===== src/sha_pkg.sv =====
// Shared types, constants and the round constant table of the SHA-256 compression block.
// No dependencies; every other file of the block imports this package.
`default_nettype none
package sha_pkg;

  localparam int WordW  = 32;
  localparam int IdxW   = 3;
  localparam int Digest = 8;
  localparam int Block  = 16;
  localparam int PosW   = $clog2(Block);
  localparam int Rounds = 64;
  localparam int RndW   = $clog2(Rounds);

  // Queue between the front and the back.
  localparam int QDepth = 4;
  localparam int QPtrW  = $clog2(QDepth);
  localparam int QCntW  = $clog2(QDepth + 1);

  // Input command codes.
  localparam logic CMD_MSG  = 1'b0;
  localparam logic CMD_LOAD = 1'b1;

  typedef enum logic {
    ITEM_MSG,
    ITEM_LOAD
  } item_kind_t;

  typedef struct packed {
    item_kind_t        kind;
    logic              blk_end;
    logic [WordW-1:0]  data;
    logic [IdxW-1:0]   idx;
  } item_t;

  typedef struct packed {
    logic valid;
    logic full;
  } q_status_t;

  typedef enum logic [1:0] {
    ST_IDLE,
    ST_ROUND,
    ST_FINAL,
    ST_EMIT
  } back_state_t;

  function automatic logic [WordW-1:0] round_k(input logic [RndW-1:0] t);
    logic [WordW-1:0] k;
    case (t)
      6'd0:  k = 32'h428a2f98;  6'd1:  k = 32'h71374491;
      6'd2:  k = 32'hb5c0fbcf;  6'd3:  k = 32'he9b5dba5;
      6'd4:  k = 32'h3956c25b;  6'd5:  k = 32'h59f111f1;
      6'd6:  k = 32'h923f82a4;  6'd7:  k = 32'hab1c5ed5;
      6'd8:  k = 32'hd807aa98;  6'd9:  k = 32'h12835b01;
      6'd10: k = 32'h243185be;  6'd11: k = 32'h550c7dc3;
      6'd12: k = 32'h72be5d74;  6'd13: k = 32'h80deb1fe;
      6'd14: k = 32'h9bdc06a7;  6'd15: k = 32'hc19bf174;
      6'd16: k = 32'he49b69c1;  6'd17: k = 32'hefbe4786;
      6'd18: k = 32'h0fc19dc6;  6'd19: k = 32'h240ca1cc;
      6'd20: k = 32'h2de92c6f;  6'd21: k = 32'h4a7484aa;
      6'd22: k = 32'h5cb0a9dc;  6'd23: k = 32'h76f988da;
      6'd24: k = 32'h983e5152;  6'd25: k = 32'ha831c66d;
      6'd26: k = 32'hb00327c8;  6'd27: k = 32'hbf597fc7;
      6'd28: k = 32'hc6e00bf3;  6'd29: k = 32'hd5a79147;
      6'd30: k = 32'h06ca6351;  6'd31: k = 32'h14292967;
      6'd32: k = 32'h27b70a85;  6'd33: k = 32'h2e1b2138;
      6'd34: k = 32'h4d2c6dfc;  6'd35: k = 32'h53380d13;
      6'd36: k = 32'h650a7354;  6'd37: k = 32'h766a0abb;
      6'd38: k = 32'h81c2c92e;  6'd39: k = 32'h92722c85;
      6'd40: k = 32'ha2bfe8a1;  6'd41: k = 32'ha81a664b;
      6'd42: k = 32'hc24b8b70;  6'd43: k = 32'hc76c51a3;
      6'd44: k = 32'hd192e819;  6'd45: k = 32'hd6990624;
      6'd46: k = 32'hf40e3585;  6'd47: k = 32'h106aa070;
      6'd48: k = 32'h19a4c116;  6'd49: k = 32'h1e376c08;
      6'd50: k = 32'h2748774c;  6'd51: k = 32'h34b0bcb5;
      6'd52: k = 32'h391c0cb3;  6'd53: k = 32'h4ed8aa4a;
      6'd54: k = 32'h5b9cca4f;  6'd55: k = 32'h682e6ff3;
      6'd56: k = 32'h748f82ee;  6'd57: k = 32'h78a5636f;
      6'd58: k = 32'h84c87814;  6'd59: k = 32'h8cc70208;
      6'd60: k = 32'h90befffa;  6'd61: k = 32'ha4506ceb;
      6'd62: k = 32'hbef9a3f7;  6'd63: k = 32'hc67178f2;
      default: k = 32'h00000000;
    endcase
    return k;
  endfunction

endpackage
`default_nettype wire


===== src/sha_front.sv =====
// Front end: accepts input transactions, tags each one and pushes it into the queue.
// Depends on sha_pkg.
`default_nettype none
module sha_front
  import sha_pkg::*;
(
  input  wire logic              clk,
  input  wire logic              rst_n,
  input  wire logic              in_valid,
  output logic                   in_stall,
  input  wire logic              in_cmd,
  input  wire logic [WordW-1:0]  in_data_word,
  input  wire logic [IdxW-1:0]   in_load_index,
  input  wire q_status_t         q_status,
  output logic                   push,
  output item_t                  push_item
);

  logic [PosW-1:0] pos_r, pos_nxt;
  logic            is_load;

  assign is_load  = (in_cmd == CMD_LOAD);
  assign in_stall = q_status.full;
  assign push     = in_valid && !q_status.full;

  // The sixteenth message word of a block is marked so the back end knows to compress.
  always_comb begin
    push_item.kind    = is_load ? ITEM_LOAD : ITEM_MSG;
    push_item.blk_end = !is_load && (pos_r == PosW'(Block - 1));
    push_item.data    = in_data_word;
    push_item.idx     = in_load_index;
    pos_nxt = pos_r;
    if (push && !is_load) begin
      pos_nxt = pos_r + PosW'(1);
    end
  end

  always_ff @(posedge clk) begin
    if (!rst_n) begin
      pos_r <= '0;
    end else begin
      pos_r <= pos_nxt;
    end
  end

endmodule
`default_nettype wire


===== src/sha_queue.sv =====
// Short FIFO of tagged transactions between the front end and the back end.
// Depends on sha_pkg.
`default_nettype none
module sha_queue
  import sha_pkg::*;
(
  input  wire logic   clk,
  input  wire logic   rst_n,
  input  wire logic   push,
  input  wire item_t  push_item,
  input  wire logic   pop,
  output q_status_t   q_status,
  output item_t       head_item
);

  item_t              mem_r [QDepth];
  logic [QPtrW-1:0]   wr_ptr_r, wr_ptr_nxt;
  logic [QPtrW-1:0]   rd_ptr_r, rd_ptr_nxt;
  logic [QCntW-1:0]   cnt_r, cnt_nxt;
  logic               do_push, do_pop;

  assign q_status.valid = (cnt_r != '0);
  assign q_status.full  = (cnt_r == QCntW'(QDepth));
  assign head_item      = mem_r[rd_ptr_r];
  assign do_push        = push && !q_status.full;
  assign do_pop         = pop && q_status.valid;

  always_comb begin
    wr_ptr_nxt = do_push ? wr_ptr_r + QPtrW'(1) : wr_ptr_r;
    rd_ptr_nxt = do_pop ? rd_ptr_r + QPtrW'(1) : rd_ptr_r;
    cnt_nxt    = cnt_r;
    if (do_push && !do_pop) begin
      cnt_nxt = cnt_r + QCntW'(1);
    end else if (do_pop && !do_push) begin
      cnt_nxt = cnt_r - QCntW'(1);
    end
  end

  always_ff @(posedge clk) begin
    if (!rst_n) begin
      wr_ptr_r <= '0;
      rd_ptr_r <= '0;
      cnt_r    <= '0;
    end else begin
      wr_ptr_r <= wr_ptr_nxt;
      rd_ptr_r <= rd_ptr_nxt;
      cnt_r    <= cnt_nxt;
    end
  end

  always_ff @(posedge clk) begin
    if (do_push) begin
      mem_r[wr_ptr_r] <= push_item;
    end
  end

endmodule
`default_nettype wire


===== src/sha_back.sv =====
// Back end: digest loads, message schedule, one round per cycle, feed-forward and output.
// Depends on sha_pkg.
`default_nettype none
module sha_back
  import sha_pkg::*;
(
  input  wire logic              clk,
  input  wire logic              rst_n,
  input  wire q_status_t         q_status,
  input  wire item_t             head_item,
  output logic                   pop,
  output logic                   out_valid,
  input  wire logic              out_stall,
  output logic [WordW-1:0]       out_digest_word,
  output logic [IdxW-1:0]        out_digest_index,
  output logic                   out_last
);

  function automatic logic [WordW-1:0] rotr(input logic [WordW-1:0] x, input int n);
    return (x >> n) | (x << (WordW - n));
  endfunction

  back_state_t      state_r, state_nxt;
  logic [WordW-1:0] h_r [Digest];
  logic [WordW-1:0] h_nxt [Digest];
  logic [WordW-1:0] v_r [Digest];
  logic [WordW-1:0] v_nxt [Digest];
  logic [WordW-1:0] w_r [Block];
  logic [WordW-1:0] w_nxt [Block];
  logic [RndW-1:0]  rnd_r, rnd_nxt;
  logic [IdxW-1:0]  oidx_r, oidx_nxt;

  logic [WordW-1:0] big0, big1, ch, maj, t1, t2, s0, s1, w_new;

  // Round and schedule datapath.
  always_comb begin
    big1  = rotr(v_r[4], 6) ^ rotr(v_r[4], 11) ^ rotr(v_r[4], 25);
    ch    = (v_r[4] & v_r[5]) ^ (~v_r[4] & v_r[6]);
    t1    = v_r[7] + big1 + ch + round_k(rnd_r) + w_r[0];
    big0  = rotr(v_r[0], 2) ^ rotr(v_r[0], 13) ^ rotr(v_r[0], 22);
    maj   = (v_r[0] & v_r[1]) ^ (v_r[0] & v_r[2]) ^ (v_r[1] & v_r[2]);
    t2    = big0 + maj;
    s0    = rotr(w_r[1], 7) ^ rotr(w_r[1], 18) ^ (w_r[1] >> 3);
    s1    = rotr(w_r[14], 17) ^ rotr(w_r[14], 19) ^ (w_r[14] >> 10);
    w_new = s1 + w_r[9] + s0 + w_r[0];
  end

  always_comb begin
    state_nxt = state_r;
    rnd_nxt   = rnd_r;
    oidx_nxt  = oidx_r;
    h_nxt     = h_r;
    v_nxt     = v_r;
    w_nxt     = w_r;
    pop       = 1'b0;
    out_valid = 1'b0;
    case (state_r)
      ST_IDLE: begin
        if (q_status.valid) begin
          pop = 1'b1;
          if (head_item.kind == ITEM_LOAD) begin
            h_nxt[head_item.idx] = head_item.data;
          end else begin
            for (int i = 0; i < Block - 1; i++) begin
              w_nxt[i] = w_r[i+1];
            end
            w_nxt[Block-1] = head_item.data;
            if (head_item.blk_end) begin
              v_nxt     = h_r;
              rnd_nxt   = '0;
              state_nxt = ST_ROUND;
            end
          end
        end
      end
      ST_ROUND: begin
        v_nxt[7] = v_r[6];
        v_nxt[6] = v_r[5];
        v_nxt[5] = v_r[4];
        v_nxt[4] = v_r[3] + t1;
        v_nxt[3] = v_r[2];
        v_nxt[2] = v_r[1];
        v_nxt[1] = v_r[0];
        v_nxt[0] = t1 + t2;
        for (int i = 0; i < Block - 1; i++) begin
          w_nxt[i] = w_r[i+1];
        end
        w_nxt[Block-1] = w_new;
        rnd_nxt = rnd_r + RndW'(1);
        if (rnd_r == RndW'(Rounds - 1)) begin
          state_nxt = ST_FINAL;
        end
      end
      ST_FINAL: begin
        for (int i = 0; i < Digest; i++) begin
          h_nxt[i] = h_r[i] + v_r[i];
        end
        oidx_nxt  = '0;
        state_nxt = ST_EMIT;
      end
      ST_EMIT: begin
        out_valid = 1'b1;
        if (!out_stall) begin
          oidx_nxt = oidx_r + IdxW'(1);
          if (oidx_r == IdxW'(Digest - 1)) begin
            state_nxt = ST_IDLE;
          end
        end
      end
      default: begin
        state_nxt = ST_IDLE;
      end
    endcase
  end

  assign out_digest_word  = h_r[oidx_r];
  assign out_digest_index = oidx_r;
  assign out_last         = (oidx_r == IdxW'(Digest - 1));

  always_ff @(posedge clk) begin
    if (!rst_n) begin
      state_r <= ST_IDLE;
      rnd_r   <= '0;
      oidx_r  <= '0;
      for (int i = 0; i < Digest; i++) begin
        h_r[i] <= '0;
      end
    end else begin
      state_r <= state_nxt;
      rnd_r   <= rnd_nxt;
      oidx_r  <= oidx_nxt;
      h_r     <= h_nxt;
    end
  end

  always_ff @(posedge clk) begin
    v_r <= v_nxt;
    w_r <= w_nxt;
  end

endmodule
`default_nettype wire


===== src/sha256_block_compression.sv =====
// Top level of the SHA-256 block compression engine: front end, queue and back end.
// Depends on sha_pkg, sha_front, sha_queue and sha_back.
//
//   Channel  Handshake             Payload
//   in_      in_valid / in_stall   in_cmd, in_data_word, in_load_index
//   out_     out_valid / out_stall out_digest_word, out_digest_index, out_last
//
// A block of sixteen message words goes through these steps: the back end takes
// each queued transaction, runs 64 rounds (one round per cycle through the shared
// round datapath), adds the feed-forward and presents the eight digest words.
// Reset is synchronous and active low; it clears the
// chaining digest to zero, empties the queue and restarts the word position.
// The four-entry queue keeps taking input transactions until it is full while
// the back end is compressing or while results wait on out_stall.
`default_nettype none
module sha256_block_compression
  import sha_pkg::*;
(
  input  wire logic              clk,
  input  wire logic              rst_n,
  input  wire logic              in_valid,
  output logic                   in_stall,
  input  wire logic              in_cmd,
  input  wire logic [WordW-1:0]  in_data_word,
  input  wire logic [IdxW-1:0]   in_load_index,
  output logic                   out_valid,
  input  wire logic              out_stall,
  output logic [WordW-1:0]       out_digest_word,
  output logic [IdxW-1:0]        out_digest_index,
  output logic                   out_last
);

  q_status_t q_status;
  item_t     push_item;
  item_t     head_item;
  logic      push;
  logic      pop;

  // The front end tags each transaction as a load or a message word and marks
  // the word that completes a block.
  sha_front u_front (
    .clk           (clk),
    .rst_n         (rst_n),
    .in_valid      (in_valid),
    .in_stall      (in_stall),
    .in_cmd        (in_cmd),
    .in_data_word  (in_data_word),
    .in_load_index (in_load_index),
    .q_status      (q_status),
    .push          (push),
    .push_item     (push_item)
  );

  // Transactions are held in order so a load that follows a block's last word
  // only takes effect after that block's digest has been sent.
  sha_queue u_queue (
    .clk       (clk),
    .rst_n     (rst_n),
    .push      (push),
    .push_item (push_item),
    .pop       (pop),
    .q_status  (q_status),
    .head_item (head_item)
  );

  // The back end runs the compression and presents the eight digest words.
  sha_back u_back (
    .clk              (clk),
    .rst_n            (rst_n),
    .q_status         (q_status),
    .head_item        (head_item),
    .pop              (pop),
    .out_valid        (out_valid),
    .out_stall        (out_stall),
    .out_digest_word  (out_digest_word),
    .out_digest_index (out_digest_index),
    .out_last         (out_last)
  );

endmodule
`default_nettype wire


===== config.mk =====
export PLATFORM = sky130hd
export DESIGN_NAME = sha256_block_compression
export DESIGN_NICKNAME = d
export VERILOG_FILES = /design/src/sha_pkg.sv /design/src/sha_front.sv /design/src/sha_queue.sv /design/src/sha_back.sv /design/src/sha256_block_compression.sv
export SDC_FILE = /design/constraint.sdc
export NUM_CORES = 2
export LEC_CHECK = 0
export ABC_CLOCK_PERIOD_IN_PS = 29400
export BUFFER_PORTS_ARGS = -buffer_cell sky130_fd_sc_hd__buf_2
export CORE_ASPECT_RATIO = 1.2
export CORE_MARGIN = 8
export CORE_UTILIZATION = 35
export DETAILED_ROUTE_END_ITERATION = 6
export PLACE_DENSITY_LB_ADDON = 0.3
export SYNTH_ARGS = -nofsm -noshare
export SYNTH_HDL_FRONTEND = slang
export SYNTH_SLANG_ARGS = --single-unit

===== constraint.sdc =====
create_clock -name clk -period 29.4 [get_ports clk]
set_input_delay 5.88 -clock clk [delete_from_list [all_inputs] [get_ports clk]]
set_output_delay 5.88 -clock clk [all_outputs]
set_load 0.01 [all_outputs]

# Word-level counts from Yosys, hierarchy flattened
# Memory sizes are Yosys's and may differ from the RTL's. A register that Yosys moved wholly into a read port is not among the register bits.
# Cells that the tools add are included.
# W data, S select, Z words.
[word_totals] reg_bits=1046 ramBits=148 rom_bits=2048 word_cells=176 n_memories=2
[mem_list] name="(no name shown)" depth=64 width=32 rd=1 rd_ports_with_merged_regs=1 write_ports=0 line_no="sha_pkg.sv:49" source="case (t)"
[mem_list] name="u_queue.mem_r" depth=4 width=37 rd=1 rd_ports_with_merged_regs=1 write_ports=1 line_no="sha_queue.sv:16" source="item_t mem_r [QDepth];"
[op_classes] add_sub_neg=25 n_lt_le_gt_ge=3 n_eq_ne=14 n_mux=41 n_bitwise=29 n_reduce_logical=23
[ops] cell="$mux W256" n=5
[ops] cell="$mux W512" n=2
[ops] cell="$pmux W256 S2" n=2
[ops] cell="$pmux W512 S2" n=1
[ops] cell="$add A32 B32 Y32" n=18
[ops] cell="$xor A32 B32 Y32" n=9
[ops] cell="$bwmux W256" n=1
[ops] cell="$and A32 B32 Y32" n=5
[ops] cell="$bmux W32 S3" n=1
[ops] cell="$demux W32 S3" n=1
[ops] cell="$mux W32" n=3
[ops] cell="$not A32 Y32" n=1
[ops] cell="$or A10 B32 Y32" n=1
[ops] cell="$or A13 B32 Y32" n=1
[ops] cell="$or A14 B32 Y32" n=1
[ops] cell="$or A15 B32 Y32" n=1
[ops] cell="$or A19 B32 Y32" n=1
[ops] cell="$or A21 B32 Y32" n=1
[ops] cell="$or A25 B32 Y32" n=1
[ops] cell="$or A26 B32 Y32" n=1
[ops] cell="$or A30 B32 Y32" n=1
[ops] cell="$or A7 B32 Y32" n=1
[ops] cell="$xor A32 B22 Y32" n=1
[ops] cell="$xor A32 B29 Y32" n=1
[ops] cell="31 further kinds" n=74

# Logic depth before layout (Yosys ltp)
[logic_depth] word_depth=9 ltp_mapped=36 mapped_depth_nobuf=35

# Hierarchy
# Synthesis repeated with hierarchy kept, for this count alone.
[unflattened] hier_cells=6778 area_unflattened_um2=74660.4
[by_module_without_submodules] module="sha_back" instances=1 cells_each=6480 area_each_um2=68304.3 seq_area_each_um2=29047.9
[by_module_without_submodules] module="sha_queue" instances=1 cells_each=241 area_each_um2=5864.4 seq_area_each_um2=4624.4
[by_module_without_submodules] module="sha_front" instances=1 cells_each=57 area_each_um2=491.7 seq_area_each_um2=80.1

# Worst setup path before layout
# Ideal clock, no wire load.
[synth_path] path_kind="register -> register" start="register with a tool-made name" end="register u_back.w_r[0] in the netlist's numbering (enable)" setup_time_ns=1.567 arrival_ns=25.932 required_time_ns=27.833 setup_slack_ns=1.901 stages_incl_launch_ff=4 cell_sequence="dfxtp_1 > buf_6 > mux4_2 > o22ai_1"
[synth_lines] item="end signal, assigned" line_no="sha_back.sv:138" source="w_r <= w_nxt;"
[synth_lines] item="end, declared" line_no="sha_back.sv:28" source="logic [WordW-1:0] w_r [Block];"

# Final worst setup path
[layout_path] start="register u_back.oidx_r[0] (netlist: u_back.out_digest_index[0])" end="output port out_digest_word[12]"
[layout_between] elab_chain_cells=4
[layout_lines] item="start, declared" line_no="sha_back.sv:31" source="logic [IdxW-1:0] oidx_r, oidx_nxt;"
[layout_lines] item="start signal, assigned" line_no="sha_back.sv:131" source="oidx_r <= oidx_nxt;"
[layout_lines] item="$not A3 Y4 (not written as such)" line_no="sha_back.sv:116" source="assign out_digest_word = h_r[oidx_r];"
[layout_lines] item="$bmux W32 S3" line_no="sha_back.sv:116"
[layout_lines] item="$mux W32 (not written as such) (2 in a row)" line_no="sha_back.sv:116"
[layout_lines] item="end, declared" line_no="sha256_block_compression.sv:28" source="output logic [WordW-1:0] out_digest_word,"
# No other way between the ends. The select of a mux whose other input is x is not followed.

==> key figures <==
Place
  – Routability congestion estimate: 0.9684
  – HPWL Detailed: 195.1 mm
  – Placed Area: 77,260 um2
  – DP Worst Slack: 19,600 ps
  – Port-buffer cells: 77

Timing
  – Clk_skew: 33.62 ps
  – Max-slew violations: 0
  – Final Hold Vio Count: 0
  – Final WS setup: 19,520 ps
  – RSZ-0062 raised after global routing: false
  – Max Freq: 101.2 MHz
  – Worst Tran Pin Value: 1229 ps
  – Final Setup Violations: 0
  – Fin Setup TNS: 0 ps
  – Final Cycle Share: 33.61%
  – Tmin final: 9882 ps
  – Max_slew headroom: 18.04%

Synthesis
  – Asr flop ratio synth: 0%
  – Most frequent cells after synthesis: edfxtp_1, a21oi_1, o21ai_0
  – Ys Warns: 0
  – Distinct cells, synth: 98
  – Sequential area share after synthesis: 45.70%
  – Count leader, synth: edfxtp_1
  – Synth Cell Area: 73,850 um2
  – Synthesized flop and latch total: 1,228
  – Cell accounting for the most synthesized area: edfxtp_1
  – Synthesized net count: 7,293
  – Synth area leaders: edfxtp_1, dfxtp_1, ha_1
  – Syn Area/Cell: 11.10 um2
  – Synth top area share: 37.24%
  – Number of synthesized flops with an enable pin: 916
  – Synth Instances: 6,653
  – Ys flop type: edfxtp_1

Run status
  – Outcome: completed

Critical path
  – Family with the most delay on the worst path: buffers and inverters
  – Setup Crit Path Kind: reg -> out
  – Crit path largest cell delay: 770 ps
  – Crit-path most repeated cell: buf_4
  – Reg2reg path depth: 30
  – Critical path, cell by cell: buf_4 -> buf_4 -> mux4_2 -> mux2_2 -> buf_2
  – Crit Path Max Fanout: 27
  – Required time worst endpoint: 23,520 ps
  – Slowest CP cell: dfxtp_4
  – Sum of buffers and inverters on the critical path: 3
  – WP data arrival: 4000 ps
  – Worst Setup Start Kind: flip-flop
  – Critical path depth: 5
  – Crit end category: primary output

Hold path
  – Worst min path class: reg -> reg
  – Hold Path Depth: 0

Drt
  – Routed vias: 54,760
  – Starting DRC count in detailed routing: 5,639
  – ANT nets after route: 0
  – Vias per cell: 5.731
  – Drt pass-1 iters: 5
  – Drt drc: 0
  – Detailed Route WL: 261.3 mm
  – Avg WL per Cell: 27.34 um

Cells and area
  – Fin util: 39.11%
  – Layout cells sized above 1: 12.37%
  – Synth-to-Final Area Change: 10.94%
  – FILL cells: 20,220
  – Finished Cell Area: 81,940 um2
  – Layout net count: 7,282

Global route
  – Largest net degree at the start of global routing: 128
  – Vias in the first global route: 53,330
  – Initial antenna violation count: 24
  – GR Overflow Total: 0
  – First-pass GRT wire length: 374.4 mm
  – Total GRT Usage: 22.19%

Clock network
  – CTS H-tree depth: 4
  – TritonCTS clock tree: done
  – Clk_lat worst skew: 830 ps
  – Clk root buf: clkbuf_16
  – Hold_buf cts: 0
  – Post-CTS setup buffer count: 0
  – Resized cells post-CTS: 0
  – Deepest clock path buffer count: 3
  – Clock transition at path regs: 60 ps
  – Clk sinks: 1,228
  – Num CTS Buffers: 140

Die
  – Row count: 184
  – Initial core utilization: 35.25%
  – Area of the core: 209,500 um2
  – Die Width: 435.3 um
  – I/O pins: 78
  – Die height: 519.2 um
  – Die ar.: 226,000 um2

Run
  – Max_cap viols: 0
[per-layer routing]
| layer | global-route usage [%] | vias to the layer above | wire length [um] |
|---|---|---|---|
| met4 | 11.45 | 8 | 16040 |
| met5 | 0 | - | 59 |
| li1 | - | 24570 | - |
| met1 | 28.07 | 27410 | 105200 |
| met2 | 36.81 | 2210 | 122500 |
| met3 | 3.361 | 561 | 17430 |
[sequential cells by signal, indices dropped and copies added, names as in the netlist, named ones only]
signal,flops
u_back.h_r,256
u_back.out_digest_index,3
u_back.rnd_r,6
u_back.state_r,2
u_back.v_r,256
u_back.w_r,512
u_front.pos_r,4
u_queue.cnt_r,3
u_queue.mem_r,148
u_queue.rd_ptr_r,2
u_queue.wr_ptr_r,2
[path summary, 6_finish.rpt]
kind / start / slack, ps / to
hold reg to reg: u_back.w_r[155]$_DFFE_PP_ / 410 / u_back.w_r[187]$_DFFE_PP_
setup / recovery: u_back.out_digest_index[0]$_SDFFE_PN0P_ / 19520 / out_digest_word[12]
setup reg to reg: u_back.v_r[122]$_DFFE_PP_ / 20140 / u_back.v_r[255]$_DFFE_PP_
hold / removal: u_back.w_r[155]$_DFFE_PP_ / 410 / u_back.w_r[187]$_DFFE_PP_
[cell usage in the layout (no fill, tap or decap), types with 26 or more instances in the layout]
master,instances
and3_1,42
edfxtp_1,916
a21o_1,201
nor2_1,325
ha_1,402
o21ai_0,473
buf_2,76
a311oi_1,27
o21bai_1,37
nand2b_1,66
or3_1,36
clkbuf_1,26
nand2_1,377
xor2_1,169
nand4_1,31
inv_1,395
nor2b_1,38
fa_1,196
mux2_2,274
o21a_1,54
and2_1,34
mux4_2,103
a211oi_1,74
nand3_1,86
dfxtp_1,307
a31oi_1,154
xnor2_1,391
o31ai_1,34
a21oi_1,562
nor3_1,109
mux2i_1,48
o211ai_1,40
clkbuf_16,141
buf_4,78
[final cells by class]
| type | instances | area, um2 | share of cell area [%] |
|---|---|---|---|
| Antenna cell | 7 | 17.52 | 0.02138 |
| Inverter | 405 | 1539 | 1.878 |
| Timing Repair Buffer | 157 | 1008 | 1.231 |
| Tap cell | 2790 | 3491 | 4.260 |
| Clock inverter | 76 | 817.0 | 0.9972 |
| Clock buffer | 183 | 3846 | 4.694 |
| Sequential cell | 1228 | 33760 | 41.21 |
| Multi-Input combinational cell | 4710 | 37450 | 45.71 |
[per-stage QoR]
step,cells,hold slack (ps)
2_1_floorplan,6653,400.3
3_3_place_gp,9289,400.2
3_5_place_dp,9290,404.5
4_1_cts,9549,407.5
5_1_grt,9549,410.3
6_report,9556,407.9
[logic make-up after synthesis]
group | count (synthesis) | share of synthesized area (%)
AOI/OAI and AO/OA | 1881 | 15.71
DFF | 1228 | 45.70
and+or+nand+nor | 1236 | 7.883
buffers and inverters | 715 | 3.788
muxes | 427 | 8.003
xor gates and xnor gates | 563 | 6.721
adders and majority gates | 603 | 12.20
Power is not shown: default switching activity piles up to over one toggle a cycle in this logic, so the estimate is an artifact.
